[src/rtl/fct_pkg.sv]
`default_nettype none

package fct_pkg;

  // Frustum geometry.
  localparam int NUM_PLANES = 6;
  localparam int PLANE_W = (NUM_PLANES > 1) ? $clog2(NUM_PLANES) : 1;
  localparam int COEFS_PER_PLANE = 4;
  localparam int AXES = 3;

  // Field widths.
  localparam int ACTION_W = 2;
  localparam int INDEX_W = 3;
  localparam int COEF_W = 32;
  localparam int POS_W = 32;
  localparam int EXT_W = 31;
  localparam int SCALE_W = 4;
  localparam int FRAC_BITS = 16;

  // Saturation width of box corner coordinates.
  localparam int COORD_W = 32;

  // Internal widths.
  localparam int SIZE_W = (EXT_W - 1) + SCALE_W;
  localparam int EXTRA_W = EXT_W + SCALE_W;
  localparam int CSUM_W = SIZE_W + 2;
  localparam int PROD_W = COEF_W + POS_W;
  localparam int ACC_W = PROD_W + 3;

  localparam logic [SCALE_W-1:0] SCALE_RESET = SCALE_W'(5);

  localparam logic signed [CSUM_W-1:0] COORD_MAX =
    CSUM_W'((longint'(1) << (COORD_W - 1)) - longint'(1));
  localparam logic signed [CSUM_W-1:0] COORD_MIN = ~COORD_MAX;

  // Coefficient slots within one plane.
  localparam logic [1:0] COEF_SEL_D = 2'd3;
  localparam logic [1:0] AXIS_LAST = 2'(AXES - 1);

  typedef enum logic [ACTION_W-1:0] {
    ACT_LOAD   = 2'd0,
    ACT_SPHERE = 2'd1,
    ACT_BOX    = 2'd2
  } action_t;

  typedef enum logic [3:0] {
    ST_IDLE,
    ST_SIZE,
    ST_CORNER,
    ST_INIT,
    ST_MUL_LO,
    ST_MUL_HI,
    ST_ACC,
    ST_CHECK,
    ST_FINISH
  } state_t;

  // Controls from the sequencer to the datapath.
  typedef struct packed {
    logic       capture;
    logic       box_item;
    logic       size_en;
    logic       corner_en;
    logic       init_en;
    logic       mul_lo_en;
    logic       mul_hi_en;
    logic       acc_en;
    logic [1:0] axis;
  } ctrl_t;

  // Clamp a corner coordinate to the signed coordinate range.
  function automatic logic signed [POS_W-1:0] sat_coord(input logic signed [CSUM_W-1:0] v);
    logic signed [POS_W-1:0] r;
    if (v > COORD_MAX) begin
      r = COORD_MAX[POS_W-1:0];
    end else if (v < COORD_MIN) begin
      r = COORD_MIN[POS_W-1:0];
    end else begin
      r = v[POS_W-1:0];
    end
    return r;
  endfunction

endpackage

`default_nettype wire

[src/rtl/fct_plane_store.sv]
`default_nettype none

module fct_plane_store
  import fct_pkg::*;
(
  input  wire logic                     clk,
  input  wire logic                     rst,
  input  wire logic                     we,
  input  wire logic [PLANE_W-1:0]       wr_plane,
  input  wire logic signed [COEF_W-1:0] wr_a,
  input  wire logic signed [COEF_W-1:0] wr_b,
  input  wire logic signed [COEF_W-1:0] wr_c,
  input  wire logic signed [COEF_W-1:0] wr_d,
  input  wire logic [PLANE_W-1:0]       rd_plane,
  input  wire logic [1:0]               rd_sel,
  output logic signed [COEF_W-1:0]      rd_data
);

  logic signed [COEF_W-1:0] coefs [NUM_PLANES][COEFS_PER_PLANE];

  // Plane coefficients; reset clears all planes so every test passes.
  always_ff @(posedge clk) begin
    if (rst) begin
      for (int p = 0; p < NUM_PLANES; p++) begin
        for (int k = 0; k < COEFS_PER_PLANE; k++) begin
          coefs[p][k] <= '0;
        end
      end
    end else if (we) begin
      coefs[wr_plane][0] <= wr_a;
      coefs[wr_plane][1] <= wr_b;
      coefs[wr_plane][2] <= wr_c;
      coefs[wr_plane][3] <= wr_d;
    end
  end

  // One coefficient is read at a time by the sequencer.
  assign rd_data = coefs[rd_plane][rd_sel];

endmodule

`default_nettype wire

[config.mk]
export PLATFORM = sky130hd
export DESIGN_NAME = fct_plane_store
export DESIGN_NICKNAME = d
export VERILOG_FILES = /design/src/rtl/fct_pkg.sv /design/src/rtl/fct_plane_store.sv
export SDC_FILE = /design/constraint.sdc
export NUM_CORES = 1
export LEC_CHECK = 0
export ABC_AREA = 0
export BUFFER_PORTS_ARGS = -buffer_cell sky130_fd_sc_hd__buf_2
export CORE_UTILIZATION = 62
export CTS_CLUSTER_SIZE = 40
export DETAILED_ROUTE_END_ITERATION = 16
export GPL_TIMING_DRIVEN = 0
export PLACE_DENSITY_LB_ADDON = 0.08
export SYNTH_ARGS = -nofsm -noshare
export SYNTH_HDL_FRONTEND = slang
export SYNTH_SLANG_ARGS = --single-unit
[constraint.sdc]
create_clock -name clk -period 7 [get_ports clk]
set_clock_uncertainty 0.05 [all_clocks]
set_input_delay 0 -clock clk [delete_from_list [all_inputs] [get_ports clk]]
set_output_delay 0 -clock clk [all_outputs]
set_load 0.005 [all_outputs]
* After elaboration in Yosys (flattened, before gate mapping)
Memories as Yosys holds them, arrays and structs flattened. Index checks and enable logic that the tools add are counted.
Operators by class: order comparisons 1, multiplexer cells 11, bitwise operators 1, reduce and logical (&&, ||, !) cells 1
Operators by type and width (count):
- 2-to-1 mux 128 bit | 1
- OR reduction 128 bit | 1
- binary-select mux 32 bit (select 2 bit) | 1
- 2-to-1 mux 32 bit | 2
- 2-to-1 mux 1 bit | 6
- greater-or-equal comparator 3 bit (second input constant) | 1
- 2-to-1 mux 3 bit | 1
- inverter 2 -> 3 bit | 1
Word-level totals: bits in registers 0, RAM bits 768, input bits 139, output and inout bits 32, word-level logic and storage cells 15, memories kept 1
Memory list:
- coefs | words 6, bits a word 128, rd ports 1, clocked after memory_dff 0, write ports 6, line fct_plane_store.sv:19 | logic signed [COEF_W-1:0] coefs [NUM_PLANES][COEFS_PER_PLANE];

* Longest topological paths before layout
depth in word-level cells 5, gate-level depth with buffers 8, gate-level depth less buffers 5

* Worst setup path after synthesis
OpenSTA, ideal clock, no wires.
path type input to register, from input wr_plane[0], to memory coefs[6][0] (netlist name), enable pin, data arrival time 5755 ps, data required time 6333 ps, slack 578 ps, stages 2, path buffers 0, cells stage by stage or3b_4 nor2_1
RTL lines:
- from (decl) | line fct_plane_store.sv:9 | input wire logic [PLANE_W-1:0] wr_plane,
- to (decl) | line fct_plane_store.sv:19

==> run_results.csv <==
group,metric,value,unit
timing,hold_violations,0,
cts,cts_tree,"done",
setup_path,path_class,"input pin to flop",
cts,numCtsBuffers,103,
synthesis,syn_area,44900,um^2
floorplanning,io-pin-count,171,
cts,htree_levels,3,
hold_path,hp-class,"input pin to flop",
grt,antenna_found_initial,15,
grt,grt_pass1_vias,28000,
floorplanning,start_util,62.7,%
finish,syn_to_final_growth,16.4,%
finish,top_register,"coefs",
placed_design,pre_cts_slack,3.85,ns
route,first_pass_iters,6,
timing,tightest_slew,1.21,ns
route,wl_per_cell,27.0,um
synthesis,synthesis.yosys.warnings,0,
timing,max_freq,346,MHz
route,drtIter0Drc,3062,
placed_design,gp_congestion,0.869,
floorplanning,rows,98,
placed_design,dpl.hpwl,79.7,mm
cts,cts.path.max_buffers,3,
pwr,ir_drop,0.227,mV
route,wl,122,mm
timing,drv_slew,0,
synthesis,synthCells,3053,
route,vias,27700,
route,ant_nets,0,
pwr,power_leakage,19.8,nW
timing,final.setup.worst_slack,4.11,ns
cts,cts.reportedPaths.clkPinSlew,0.06,ns
grt,grt_max_degree,52,
synthesis,ys_seq_elements,1024,
setup_path,cp_data_required_time,7.29,ns
placed_design,portBuffers,169,
finish,reg_top3,"coefs: 1024 flops",
grt,track_usage,33.0,%
finish,finalNonFillerCells,4527,
floorplanning,die_h,271,um
cts,clock-sinks,1024,
setup_path,end_kind,"flop",
placed_design,dp_cells,4196,
status,status,"finished clean",
timing,fin_hold_ws,0.0907,ns
cts,cts_root_buf,"clkbuf_16",
floorplanning,die_w,271,um
finish,post-route-util,73.0,%
job,max-cap-violations,0,
synthesis,ys_seq_area_share,68.5,%
timing,rsz0062_at_grt,"no",
grt,grt_overflow,0,
floorplanning,coreArea,71600,um^2
timing,setup_viol,0,
floorplanning,die_area,73500,um^2
setup_path,cp_data_arrival_time,3.18,ns
finish,nets,3623,
synthesis,yosysUniqueCellTypes,25,
route,drc,0,
setup_path,crit_path_max_fanout,40,
timing,layout_min_cycle_time,2.89,ns
route,avgViaCountPerCell,6.12,
finish,final_layout_size_suffix_gt1_share,13.0,%
timing,finalCritPeriodShare,41.2,%
setup_path,start_kind,"input pin",
finish,largest_register_ffs,1024,
grt,grt_pass1_wl,176,mm
timing,maxSlewHeadroom,19.2,%
synthesis,avgSynthCellArea,14.7,um^2
pwr,p_per_area,265,nW/um^2
synthesis,syn_nets,3192,
-- worst paths after layout --
| path | start | end | slack [ns] | depth (start not counted) |
|---|---|---|---|---|
| worst max-delay path | wr_plane[2] | coefs[3][82]$_SDFFCE_PN0P_ | 4.11 | 9 |
| worst min-delay path | wr_a[11] | coefs[7][107]$_DFFE_PP_ | 0.09 | 2 |
-- stage by stage --
stage	cell area [um^2]	total power, mW	setup TNS, ns
after floorplan	44900	7.82	0
after global placement	46900	8.24	-1050.60
after detailed placement	47500	8.30	0
after CTS	52300	13.8	0
after global routing	52300	14.2	0
final	52300	13.8	0
-- critical path: stages --
cell and delay, ns:
dlygate4sd3_1 0.54, buf_2 0.16, nand2b_1 0.18, nor2_1 0.19, clkbuf_1 0.48, or2_4 0.67
buf_12 0.33, buf_12 0.26, buf_12 0.29
-- layer usage --
layer	share of wire, %	vias up	global-route usage, %	routed length [um]
met5	0.042	-	0	51
met3	8.8	252	5.50	10800
met2	48	1383	54.3	58900
met4	4.4	10	15.0	5420
li1	-	12200	-	-
met1	38	13900	43.4	47000
-- repair_timing --
item                       in CTS  in global routing
gates resized for setup         0                  0
buffers inserted                0                  0
hold buffers                  133                  0
setup endpoints to repair       0                  0
hold endpoints to repair     1062                  0
-- cell type report --
class,count,area (um^2)
well taps,950,1190
flip-flops and latches,1024,30700
diodes,8,20.0
multi-input cells,1819,13100
plain buffers,210,1090
clock buffers,120,2730
clock inverters,70,686
repair buffers,326,2730
fillers,4608,19300
-- Yosys cell counts --
master / number / area, um^2
a22o_1: 64 / 561
buf_4: 34 / 255
a21oi_1: 96 / 480
buf_2: 31 / 155
or2_2: 7 / 43.8
clkbuf_2: 36 / 180
a22oi_1: 96 / 721
nor3_2: 1 / 10.0
nor3_1: 33 / 165
edfxtp_1: 1024 / 30700
a31oi_1: 32 / 200
and2_1: 769 / 4810
nand3_1: 96 / 480
buf_6: 12 / 135
nor2b_1: 2 / 12.5
nand3b_1: 1 / 7.51
clkbuf_1: 89 / 334
buf_1: 7 / 26.3
mux2i_1: 512 / 5120
nand2b_1: 4 / 25.0
clkbuf_4: 1 / 7.51
nand2_1: 98 / 368
or3b_4: 1 / 11.3
nor2_1: 5 / 18.8
nor2_2: 2 / 12.5
-- power by group --
part | internal, mW | switching (mW) | leakage, nW
Combinational | 0.400 | 0.705 | 8.48
Sequential | 7.07 | 0.0869 | 9.67
Clock | 3.28 | 2.31 | 1.66
-- cells in the final DEF, fill, tap and decap left out, drive strengths merged --
cell type | netlist | routed
edfxtp | 1024 | 1024
and2 | 769 | 769
mux2i | 512 | 512
buf | 84 | 277
clkbuf | 126 | 246
dlygate4sd3 | 0 | 133
nand2 | 98 | 98
a22oi | 96 | 96
a21oi | 96 | 96
nand3 | 96 | 96
a22o | 64 | 64
clkinv | 0 | 48
nor3 | 34 | 34
a31oi | 32 | 32
bufinv | 0 | 14
diode | 0 | 8
or2 | 7 | 7
nor2 | 7 | 7
nand2b | 4 | 4
inv | 0 | 4
clkinvlp | 0 | 4
nor2b | 2 | 2
nand3b | 1 | 1
or3b | 1 | 1
-- logic make-up (layout without fill, tap and decap cells) --
| family | count (synthesis) | count (layout) | share of synthesized area [%] |
|---|---|---|---|
| other cells | 0 | 8 | 0 |
| compound gates | 288 | 288 | 4.37 |
| mux | 512 | 512 | 11.4 |
| simple gates | 1019 | 1019 | 13.3 |
| buf+inv | 210 | 726 | 2.44 |
| flops | 1024 | 1024 | 68.5 |
No activity file was read; power rests on OpenSTA's default activity.
