==> src/rtl/fct_pkg.sv <==
`default_nettype none

package fct_pkg;

  // Frustum geometry.
  localparam int NUM_PLANES = 6;
  localparam int PLANE_W = (NUM_PLANES > 1) ? $clog2(NUM_PLANES) : 1;
  localparam int COEFS_PER_PLANE = 4;
  localparam int AXES = 3;

  // Field widths.
  localparam int ACTION_W = 2;
  localparam int INDEX_W = 3;
  localparam int COEF_W = 32;
  localparam int POS_W = 32;
  localparam int EXT_W = 31;
  localparam int SCALE_W = 4;
  localparam int FRAC_BITS = 16;

  // Saturation width of box corner coordinates.
  localparam int COORD_W = 32;

  // Internal widths.
  localparam int SIZE_W = (EXT_W - 1) + SCALE_W;
  localparam int EXTRA_W = EXT_W + SCALE_W;
  localparam int CSUM_W = SIZE_W + 2;
  localparam int PROD_W = COEF_W + POS_W;
  localparam int ACC_W = PROD_W + 3;

  localparam logic [SCALE_W-1:0] SCALE_RESET = SCALE_W'(5);

  localparam logic signed [CSUM_W-1:0] COORD_MAX =
    CSUM_W'((longint'(1) << (COORD_W - 1)) - longint'(1));
  localparam logic signed [CSUM_W-1:0] COORD_MIN = ~COORD_MAX;

  // Coefficient slots within one plane.
  localparam logic [1:0] COEF_SEL_D = 2'd3;
  localparam logic [1:0] AXIS_LAST = 2'(AXES - 1);

  typedef enum logic [ACTION_W-1:0] {
    ACT_LOAD   = 2'd0,
    ACT_SPHERE = 2'd1,
    ACT_BOX    = 2'd2
  } action_t;

  typedef enum logic [3:0] {
    ST_IDLE,
    ST_SIZE,
    ST_CORNER,
    ST_INIT,
    ST_MUL_LO,
    ST_MUL_HI,
    ST_ACC,
    ST_CHECK,
    ST_FINISH
  } state_t;

  // Controls from the sequencer to the datapath.
  typedef struct packed {
    logic       capture;
    logic       box_item;
    logic       size_en;
    logic       corner_en;
    logic       init_en;
    logic       mul_lo_en;
    logic       mul_hi_en;
    logic       acc_en;
    logic [1:0] axis;
  } ctrl_t;

  // Clamp a corner coordinate to the signed coordinate range.
  function automatic logic signed [POS_W-1:0] sat_coord(input logic signed [CSUM_W-1:0] v);
    logic signed [POS_W-1:0] r;
    if (v > COORD_MAX) begin
      r = COORD_MAX[POS_W-1:0];
    end else if (v < COORD_MIN) begin
      r = COORD_MIN[POS_W-1:0];
    end else begin
      r = v[POS_W-1:0];
    end
    return r;
  endfunction

endpackage

`default_nettype wire

==> src/rtl/fct_sequencer.sv <==
`default_nettype none

module fct_sequencer
  import fct_pkg::*;
(
  input  wire logic                clk,
  input  wire logic                rst,
  input  wire logic                in_valid,
  input  wire logic [ACTION_W-1:0] action,
  input  wire logic [INDEX_W-1:0]  plane_index,
  output logic                     in_ready,
  output logic                     out_valid,
  input  wire logic                out_ready,
  output logic                     visible,
  input  wire logic                acc_neg,
  output ctrl_t                    ctrl,
  output logic                     store_we,
  output logic [PLANE_W-1:0]       rd_plane,
  output logic [1:0]               rd_sel
);

  state_t             state, state_next;
  logic [PLANE_W-1:0] plane, plane_next;
  logic [1:0]         axis, axis_next;
  logic               verdict, verdict_next;
  logic               in_xfer;
  logic               out_load;

  assign in_xfer  = in_valid && in_ready;
  assign out_load = (state == ST_FINISH) && (!out_valid || out_ready);

  // Next state and loop counters.
  always_comb begin
    state_next   = state;
    plane_next   = plane;
    axis_next    = axis;
    verdict_next = verdict;
    case (state)
      ST_IDLE: begin
        if (in_valid) begin
          case (action)
            ACT_SPHERE, ACT_BOX: state_next = ST_SIZE;
            default:             state_next = ST_IDLE;
          endcase
        end
      end
      ST_SIZE: begin
        state_next = ST_CORNER;
      end
      ST_CORNER: begin
        state_next = ST_INIT;
        plane_next = '0;
      end
      ST_INIT: begin
        state_next = ST_MUL_LO;
        axis_next  = '0;
      end
      ST_MUL_LO: begin
        state_next = ST_MUL_HI;
      end
      ST_MUL_HI: begin
        state_next = ST_ACC;
      end
      ST_ACC: begin
        if (axis == AXIS_LAST) begin
          state_next = ST_CHECK;
        end else begin
          state_next = ST_MUL_LO;
          axis_next  = axis + 2'd1;
        end
      end
      ST_CHECK: begin
        if (acc_neg) begin
          verdict_next = 1'b0;
          state_next   = ST_FINISH;
        end else if (plane == PLANE_W'(NUM_PLANES - 1)) begin
          verdict_next = 1'b1;
          state_next   = ST_FINISH;
        end else begin
          plane_next = plane + PLANE_W'(1);
          state_next = ST_INIT;
        end
      end
      ST_FINISH: begin
        if (!out_valid || out_ready) begin
          state_next = ST_IDLE;
        end
      end
      default: begin
        state_next = ST_IDLE;
      end
    endcase
  end

  // Control outputs for the datapath and the plane store.
  always_comb begin
    in_ready      = (state == ST_IDLE);
    ctrl          = '0;
    ctrl.axis     = axis;
    ctrl.box_item = (action == ACT_BOX);
    store_we      = 1'b0;
    rd_plane      = plane;
    rd_sel        = axis;
    case (state)
      ST_IDLE: begin
        if (in_valid) begin
          case (action)
            ACT_LOAD:            store_we = ({1'b0, plane_index} < (INDEX_W + 1)'(NUM_PLANES));
            ACT_SPHERE, ACT_BOX: ctrl.capture = 1'b1;
            default:             ctrl.capture = 1'b0;
          endcase
        end
      end
      ST_SIZE:   ctrl.size_en = 1'b1;
      ST_CORNER: ctrl.corner_en = 1'b1;
      ST_INIT: begin
        ctrl.init_en = 1'b1;
        rd_sel       = COEF_SEL_D;
      end
      ST_MUL_LO: ctrl.mul_lo_en = 1'b1;
      ST_MUL_HI: ctrl.mul_hi_en = 1'b1;
      ST_ACC:    ctrl.acc_en = 1'b1;
      default:   ctrl.capture = 1'b0;
    endcase
  end

  // Sequencer registers.
  always_ff @(posedge clk) begin
    if (rst) begin
      state   <= ST_IDLE;
      plane   <= '0;
      axis    <= '0;
      verdict <= 1'b1;
    end else begin
      state   <= state_next;
      plane   <= plane_next;
      axis    <= axis_next;
      verdict <= verdict_next;
    end
  end

  // Output register; it holds a result until its transfer.
  always_ff @(posedge clk) begin
    if (rst) begin
      out_valid <= 1'b0;
    end else if (out_load) begin
      out_valid <= 1'b1;
    end else if (out_ready) begin
      out_valid <= 1'b0;
    end
  end

  always_ff @(posedge clk) begin
    if (out_load) begin
      visible <= verdict;
    end
  end

`ifndef SYNTHESIS
  a_test_blocks_input: assert property (@(posedge clk) disable iff (rst)
    in_xfer && (action == ACT_SPHERE || action == ACT_BOX) |=> !in_ready)
    else $error("input still ready after a test transfer");

  a_load_no_result: assert property (@(posedge clk) disable iff (rst)
    in_xfer && action == ACT_LOAD && !out_valid |=> !out_valid)
    else $error("plane load produced a result");

  a_result_from_finish: assert property (@(posedge clk) disable iff (rst)
    $rose(out_valid) |-> $past(state == ST_FINISH))
    else $error("result appeared outside the finish step");

  a_plane_in_range: assert property (@(posedge clk) disable iff (rst)
    state != ST_IDLE |-> {1'b0, plane} < (PLANE_W + 1)'(NUM_PLANES))
    else $error("plane counter out of range");

  a_axis_in_range: assert property (@(posedge clk) disable iff (rst)
    state == ST_ACC |-> axis == 2'd0 || axis == 2'd1 || axis == AXIS_LAST)
    else $error("axis counter out of range");
`endif

endmodule

`default_nettype wire
==> config.mk <==
export PLATFORM = sky130hd
export DESIGN_NAME = fct_sequencer
export DESIGN_NICKNAME = d
export VERILOG_FILES = /design/src/rtl/fct_pkg.sv /design/src/rtl/fct_sequencer.sv
export SDC_FILE = /design/constraint.sdc
export NUM_CORES = 1
export LEC_CHECK = 0
export ABC_AREA = 1
export BUFFER_PORTS_ARGS = -buffer_cell sky130_fd_sc_hd__buf_2
export CAP_MARGIN = 10
export CORE_MARGIN = 2
export CORE_UTILIZATION = 46
export CTS_CLUSTER_DIAMETER = 50
export CTS_CLUSTER_SIZE = 30
export DETAILED_ROUTE_END_ITERATION = 10
export GPL_ROUTABILITY_DRIVEN = 0
export PLACE_DENSITY = 0.83
export SLEW_MARGIN = 20
export SYNTH_ARGS = -nofsm -noshare
export SYNTH_HDL_FRONTEND = slang
export SYNTH_SLANG_ARGS = --single-unit
==> constraint.sdc <==
create_clock -name clk -period 1.3 [get_ports clk]
set_input_delay 0.13 -clock clk [delete_from_list [all_inputs] [get_ports clk]]
set_output_delay 0.13 -clock clk [all_outputs]
set_load 0.005 [all_outputs]
=== Yosys cells after proc, flatten, opt, wreduce, memory -nomap -nowiden ===
Index checks and enable logic that the tools add are counted.

* Register bits: 12
* Bits in latches: 0
* Memory bits (writable): 0
* Bits in read-only memories: 0
* Bits of input ports: 10
* Output and inout bits: 19
* Memories: 0

* $add $sub $neg: 2
* Multiply operators: 0
* Div/mod/pow operators: 0
* Magnitude comparators: 1
* Eq/ne operators: 17
* Shift operators: 0
* Muxes and demuxes: 29
* Bitwise operators: 0
* Reductions and logical operators: 14

{| class="wikitable"
|+ Operators with widths
! cell !! number
|-
| 4-bit one-hot mux with 9 select lines || 1
|-
| 1-bit 2-to-1 mux || 17
|-
| 4-bit by 3-bit == test with 1-bit output, second input constant || 4
|-
| 4-bit 2-to-1 mux || 4
|-
| 4-bit by 2-bit == test with 1-bit output, second input constant || 2
|-
| 2-bit inequality test, second input constant || 4
|-
| 2-bit nonzero test || 4
|-
| 2-bit 2-to-1 mux || 3
|-
| 3-bit 2-to-1 mux || 2
|-
| 3-bit one-hot mux with 2 select lines || 1
|-
| 2-bit AND reduction || 3
|-
| 2-bit == test, second input constant || 2
|-
| 4-bit by 1-bit == test with 1-bit output, second input constant || 1
|-
| 4-bit == test, second input constant || 1
|-
| 4-bit zero test || 1
|-
| 2-bit one-hot mux with 2 select lines || 1
|-
| 3-bit by 1-bit adder with 3-bit output, second input constant || 1
|-
| 3-bit == test, second input constant || 1
|-
| 3-bit less-than comparator, second input constant || 1
|-
| 3-bit AND reduction || 1
|-
| 2-bit by 1-bit adder with 2-bit output, second input constant || 1
|-
| 2-bit by 1-bit == test with 1-bit output, second input constant || 1
|-
| 2-bit zero test || 1
|-
| 2-bit by 1-bit inequality test with 1-bit output, second input constant || 1
|-
| other kinds (4) || 4
|}

=== Logic depth before layout (Yosys ltp) ===
Gate-level depths: netlist (run 1).

* Word-level depth: 5
* Gate-level depth with buffers: 8
* Mapped depth without buffers: 8

=== Worst setup path after synthesis (run 1) ===
No wires, ideal clock.

* Path kind: flip-flop to flip-flop
* From: reg plane[1] (netlist: rd_plane[1])
* To: reg plane[1] (netlist: rd_plane[1])
* Library setup time: 0.113 ns
* Arrival: 1.113 ns
* Required time: 1.187 ns
* Slack: 0.074 ns
* Cell stages (with the launch flop): 9
* Path through: dfxtp_1 -> inv_1 -> ha_1 -> a21oi_1 -> nand2_2 -> nand2_2 -> o21ai_0 -> nand2_1 -> nor2_1

* Longest elaborated chain between the ends: 4

{| class="wikitable"
|+ Ends and longest elaborated chain
! element !! line !! RTL
|-
| start, declared || fct_sequencer.sv:23 || <nowiki>logic [PLANE_W-1:0] plane, plane_next;</nowiki>
|-
| start signal, assigned || fct_sequencer.sv:136 || <nowiki>plane <= plane_next;</nowiki>
|-
| 3-bit by 1-bit adder with 3-bit output || fct_sequencer.sv:80 || <nowiki>plane_next = plane + PLANE_W'(1);</nowiki>
|-
| 3-bit 2-to-1 mux || fct_sequencer.sv:76 || <nowiki>end else if (plane == PLANE_W'(NUM_PLANES - 1)) begin</nowiki>
|-
| 3-bit 2-to-1 mux || fct_sequencer.sv:73 || <nowiki>if (acc_neg) begin</nowiki>
|-
| 3-bit one-hot mux with 2 select lines || fct_sequencer.sv:38 || <nowiki>case (state)</nowiki>
|}

Parallel ways exist; a longest one is shown, timed or not. The select of a mux whose other input is x is not followed.
A chain may end at the register's enable or synchronous reset.

==> flow_metrics.tcl, run 1 <==
set metrics [dict create \
    syn_to_final_growth_pct 45.8 \
    worst_slew_margin_rel 0.856 \
    dr.max_layer_used "met4" \
    grt_use_total 0.169 \
    grt_pass1_wl_um 2410 \
    wirelength_um 1760 \
    r2r_slack_ps 20 \
    synthTopCellsByArea "dfxtp_1 (30%), nor2_1 (11%), nand2_1 (9.7%)" \
    tightest_slew_ps 215 \
    max-cap-violations 0 \
    path_class "reg2out" \
    synth.distinct_cells 19 \
    synth_seq_area_share 0.342 \
    ys_seq_elements 12 \
    syn_nets 123 \
    power_density_mw_per_mm2 819 \
    antenna_found_initial 0 \
    rsz0062_at_grt "true" \
    port_buffers 27 \
    die_area_mm2 0.00193 \
    setup_ws_ps -11.6 \
    irDropWorstVdd_mv 0.601 \
    dieHeight_um 43.9 \
    slew_viol_final 0 \
    grt_max_degree 9 \
    die_w_um 43.9 \
    routed-wl-met2_um 862 \
    grt_pass1_vias 634 \
    drc 0 \
    r2r_start "state[3]" \
    drt-initial-drc-count 10 \
    yosysTopAreaCell "dfxtp_1" \
    hold_path_end "verdict" \
    ys_warn_count 0 \
    via_per_inst 4.91 \
    vias 801 \
    syn_area_um2 732 \
    timing.fmax_ghz 0.762 \
    post-place-cells 153 \
    dr.pass1.iters 4 \
    final_common_cell "buf_2" \
    postCtsHoldBufs 0 \
    nFillCells 125 \
    fin_crit_ps 1310 \
    timing.rr.end "axis[0]" \
    cts_max_level 1 \
    end_kind "primary output" \
    finalSetupTns_ps -27.2 \
    finalSetupViolations 3 \
    rr_worst_depth 6 \
    critPathMaxFanout 4 \
    hold_viol_final 0 \
    ios 29 \
    worstSkewPairLatency_ps 280 \
    netlist.area_leader.share 0.301 \
    worstHoldStart "acc_neg" \
    cts_sinks 12 \
    cts_made_buffers 3 \
    grt_remaining_overflow 0 \
    critPathArrivalTime_ps 1180 \
    finalCritPeriodShare 1.01 \
    status "complete, but fails checks" \
    route.layer.met1.wl_um 764 \
    clk_pin_slew_ps 80 \
    cellLeakagePower_nw 0.599 \
    cts_tree "done" \
    drive_gt1_frac 0.456 \
    dp_hpwl_um 1290 \
    clock-root-buffer "clkbuf_4" \
    start_util 0.486 \
    cts_buffer_depth 2 \
    wl_met3_um 105 \
    postRouteAntennaNets 0 \
    holdCritPathClass "in2reg" \
    layout_common_cells "buf_2 (26), nor2_1 (19), nand2_1 (16)" \
    num_rows 14 \
    violations "setup timing" \
    core_mm2 0.00151 \
    hold-path-cell-count 2 \
    synthCells 108 \
    required_ps 1170 \
    worstSetupStartpointType "flip-flop" \
    postSynthAreaPerCell_um2 6.78 \
    skew_ps 4.17 \
    finalNonFillerCells 163 \
    fin_nets 163 \
    wl_per_cell_um 10.8 \
    antenna_cells 0 \
]
## routing by layer
layer / global-route usage / vias up
met5: 0 / -
met4: 0.109 / 0
met3: 0.0250 / 5
met2: 0.282 / 28
met1: 0.198 / 350
li1: - / 418
## logic make-up (layout without fill, tap and decap cells)
kind of cell,Yosys count,count (layout),share of synthesized area
compound gates,11,11,0.0855
simple gates,60,60,0.378
fa+ha+maj,5,5,0.0855
buf+inv,19,58,0.0974
flops,12,12,0.342
xor+xnor,1,1,0.0120
## cells in the mapped netlist, drive strengths merged
| master | n |
|---|---|
| a21oi | 6 |
| dfxtp | 11 |
| edfxtp | 1 |
| ha | 5 |
| inv | 19 |
| nand2 | 23 |
| nand3 | 8 |
| nand4 | 3 |
| nor2 | 24 |
| nor3 | 1 |
| o211ai | 2 |
| o21a | 1 |
| o21ai | 2 |
| or2 | 1 |
| xor2 | 1 |
## layout make-up
type,count,area [µm²],area share
timing repair buffer,35,205,0.192
clock buffer,4,36.3,0.0340
inverter,19,71.3,0.0668
tap,16,20.0,0.0188
multi-input combinational,77,470,0.441
sequential,12,264,0.247
## stage by stage
step	instance area, µm²	hold WS, ps	worst slack [ps]	utilization	total power [W]
finish	1070	76.6	-11.6	0.708	0.000874
global route	1070	98.5	-75.3	0.708	0.000896
CTS	980	86.3	-27.9	0.650	0.000851
detailed placement	902	375	0.530	0.599	0.000547
global placement	902	364	67.3	0.599	0.000543
floorplan	732	199	74.3	-	0.000487
## timing repair
action                                  4_1_cts  5_1_grt
endpoints found under the setup margin        9       13
resized for setup                            11       18
pin swaps                                     2        8
buffers inserted                              2        4
## worst max-delay path, stage by stage, from the launching register on
cell and delay, ps:
dfxtp_4 370, nor2_4 140, inv_2 70, nor2_4 90
nand2_1 50, nor2_1 70, buf_2 110
## sequential cells by signal (all words and copies together) (netlist names)
signal	flops
visible	1
out_valid	1
verdict	1
rd_plane	3
state	4
axis	2
## where the power goes
group	leakage (nW)	total, W	switching, W	internal [W]
sequential	0.101	0.000392	0.0000122	0.000380
combinational	0.477	0.000171	0.0000914	0.0000792
clock	0.0210	0.000311	0.000140	0.000171
total	0.599	0.000874	0.000244	0.000630
## worst max-delay path by stage
stage                           start           to  slack [ps]  depth (start not counted)
after CTS                    state[3]      ctrl[2]         -30                          5
after global routing         state[2]      ctrl[9]         -80                          6
final                        state[2]      ctrl[9]         -10                          6
after global placement    rd_plane[1]  rd_plane[1]          70                          8
after detailed placement  rd_plane[1]  rd_plane[2]         0.5                          7
after floorplan           rd_plane[1]  rd_plane[1]          70                          8
(Power assumes the default switching activity.)
==> inputs of run 2 (changes only) <==
--- a/config.mk
+++ b/config.mk
@@ -6,15 +6,15 @@
 export NUM_CORES = 1
 export LEC_CHECK = 0
 export ABC_AREA = 1
-export BUFFER_PORTS_ARGS = -buffer_cell sky130_fd_sc_hd__buf_2
 export CAP_MARGIN = 10
-export CORE_MARGIN = 2
-export CORE_UTILIZATION = 46
+export CORE_AREA = 2 2 39 41
 export CTS_CLUSTER_DIAMETER = 50
 export CTS_CLUSTER_SIZE = 30
 export DETAILED_ROUTE_END_ITERATION = 10
+export DIE_AREA = 0 0 41 43
+export DONT_BUFFER_PORTS = 1
 export GPL_ROUTABILITY_DRIVEN = 0
-export PLACE_DENSITY = 0.83
+export PLACE_DENSITY = 0.77
 export SLEW_MARGIN = 20
 export SYNTH_ARGS = -nofsm -noshare
 export SYNTH_HDL_FRONTEND = slang
==> flow_metrics.tcl, run 2 (synthesized netlist as in run 1, its figures left out) <==
set metrics [dict create \
    status "complete, but fails checks" \
    violations "setup timing" \
    power_density_mw_per_mm2 935 \
    cellLeakagePower_nw 0.467 \
    hold_viol_final 0 \
    worst_slew_margin_rel 0.837 \
    post-route-util 0.637 \
    clock-root-buffer "clkbuf_4" \
    largest-register "state" \
    grt_pass1_wl_um 2330 \
    path_class "reg2out" \
    drc 0 \
    cts_made_buffers 3 \
    finalSetupViolations 1 \
    dr.pass1.iters 5 \
    required_ps 1170 \
    worstSkewPairLatency_ps 280 \
    cts_buffer_depth 2 \
    postRouteAntennaNets 0 \
    post-place-cells 127 \
    num_rows 14 \
    cts_tree "done" \
    setup_ws_ps -12.6 \
    critPathMaxFanout 5 \
    die_area_mm2 0.00176 \
    multi_input_area_um2 437 \
    finalCritPeriodShare 1.01 \
    dp_hpwl_um 1170 \
    port_buffers 0 \
    grt_pass1_vias 596 \
    grt_use_total 0.196 \
    holdCritPathClass "in2reg" \
    largest_reg_flops 4 \
    skew_ps 7.52 \
    antenna_found_initial 0 \
    regArea_um2 260 \
    holdWs_ps 53.0 \
    grt_max_degree 9 \
    drive_gt1_frac 0.235 \
    start_util 0.529 \
    syn_to_final_growth_pct 20.5 \
    clk_pin_slew_ps 80 \
    final_common_cell "nand2_1" \
    cts_max_level 1 \
    finalNonFillerCells 135 \
    layout_common_cells "nand2_1 (19), nor2_1 (18), inv_1 (17)" \
    fin_total_pwr_w 0.000825 \
    worstSetupStartpointType "flip-flop" \
    fin_crit_ps 1310 \
    antenna_cells 0 \
    tightest_slew_ps 243 \
    slew_viol_final 0 \
    end_kind "primary output" \
    timing.fmax_ghz 0.762 \
    dieHeight_um 43 \
    rsz0062_at_grt "true" \
    wirelength_um 1580 \
    nFillCells 117 \
    wl_per_cell_um 11.7 \
    die_w_um 41 \
    drt-initial-drc-count 25 \
    finalSetupTns_ps -12.6 \
    critPathArrivalTime_ps 1180 \
    vias 713 \
    fin_nets 135 \
    grt_remaining_overflow 0 \
    cts_sinks 12 \
    via_per_inst 5.28 \
    irDropWorstVdd_mv 0.646 \
    ios 29 \
    max-cap-violations 0 \
    core_mm2 0.00138 \
]
run 2: cell type report:
type | instances | share of cell area
multi-input cells | 77 | 0.495
repair buffers | 7 | 0.0652
well taps | 16 | 0.0227
flip-flops and latches | 12 | 0.295
clock buffers | 4 | 0.0411
inverters | 19 | 0.0809
run 2: what timing repair did:
item | CTS | global route
hold endpoints to repair | 7 | 0
setup buffers | 0 | 2
resized for setup | 6 | 8
pin swaps | 1 | 4
hold buffers | 2 | 0
endpoints found under the setup margin | 6 | 16
run 2: metal layers:
layer / share of wire / wire, µm / global-route usage / vias to the layer above
li1: - / - / - / 363
met1: 0.40 / 624 / 0.227 / 317
met2: 0.51 / 798 / 0.319 / 26
met3: 0.059 / 93 / 0.0262 / 7
met4: 0.037 / 59 / 0.120 / 0
met5: 0 / 0 / 0 / -
run 2: power by group:
part	switching [W]	leakage (nW)	internal (W)
logic	0.0000779	0.346	0.0000534
registers	0.0000127	0.100	0.000380
clock network	0.000130	0.0210	0.000171
total	0.000221	0.467	0.000604
run 2: path summary, 6_finish.rpt:
| kind | from | end | slack [ps] | cells past startpoint |
|---|---|---|---|---|
| worst max register to register | state[2] | axis[0] | 40 | 6 |
| worst min-delay path | rst | verdict | 50 | 2 |
| worst min register to register | verdict | visible | 440 | 0 |
| worst max-delay path | state[3] | ctrl[9] | -10 | 5 |
run 2: worst max-delay path, cell delays in order, from the launching register on:
cell	delay (ps)
dfxtp_4	370
nor2_4	130
inv_1	90
nor2_2	140
nand2_1	70
nor2_2	100
run 2: per-stage QoR:
step           instance area [µm²]  setup slack [ps]
5_1_grt                        882             -89.9
6_report                       882             -12.6
4_1_cts                        843             -19.0
3_3_place_gp                   774              72.1
3_5_place_dp                   774              39.1
2_1_floorplan                  732              74.3
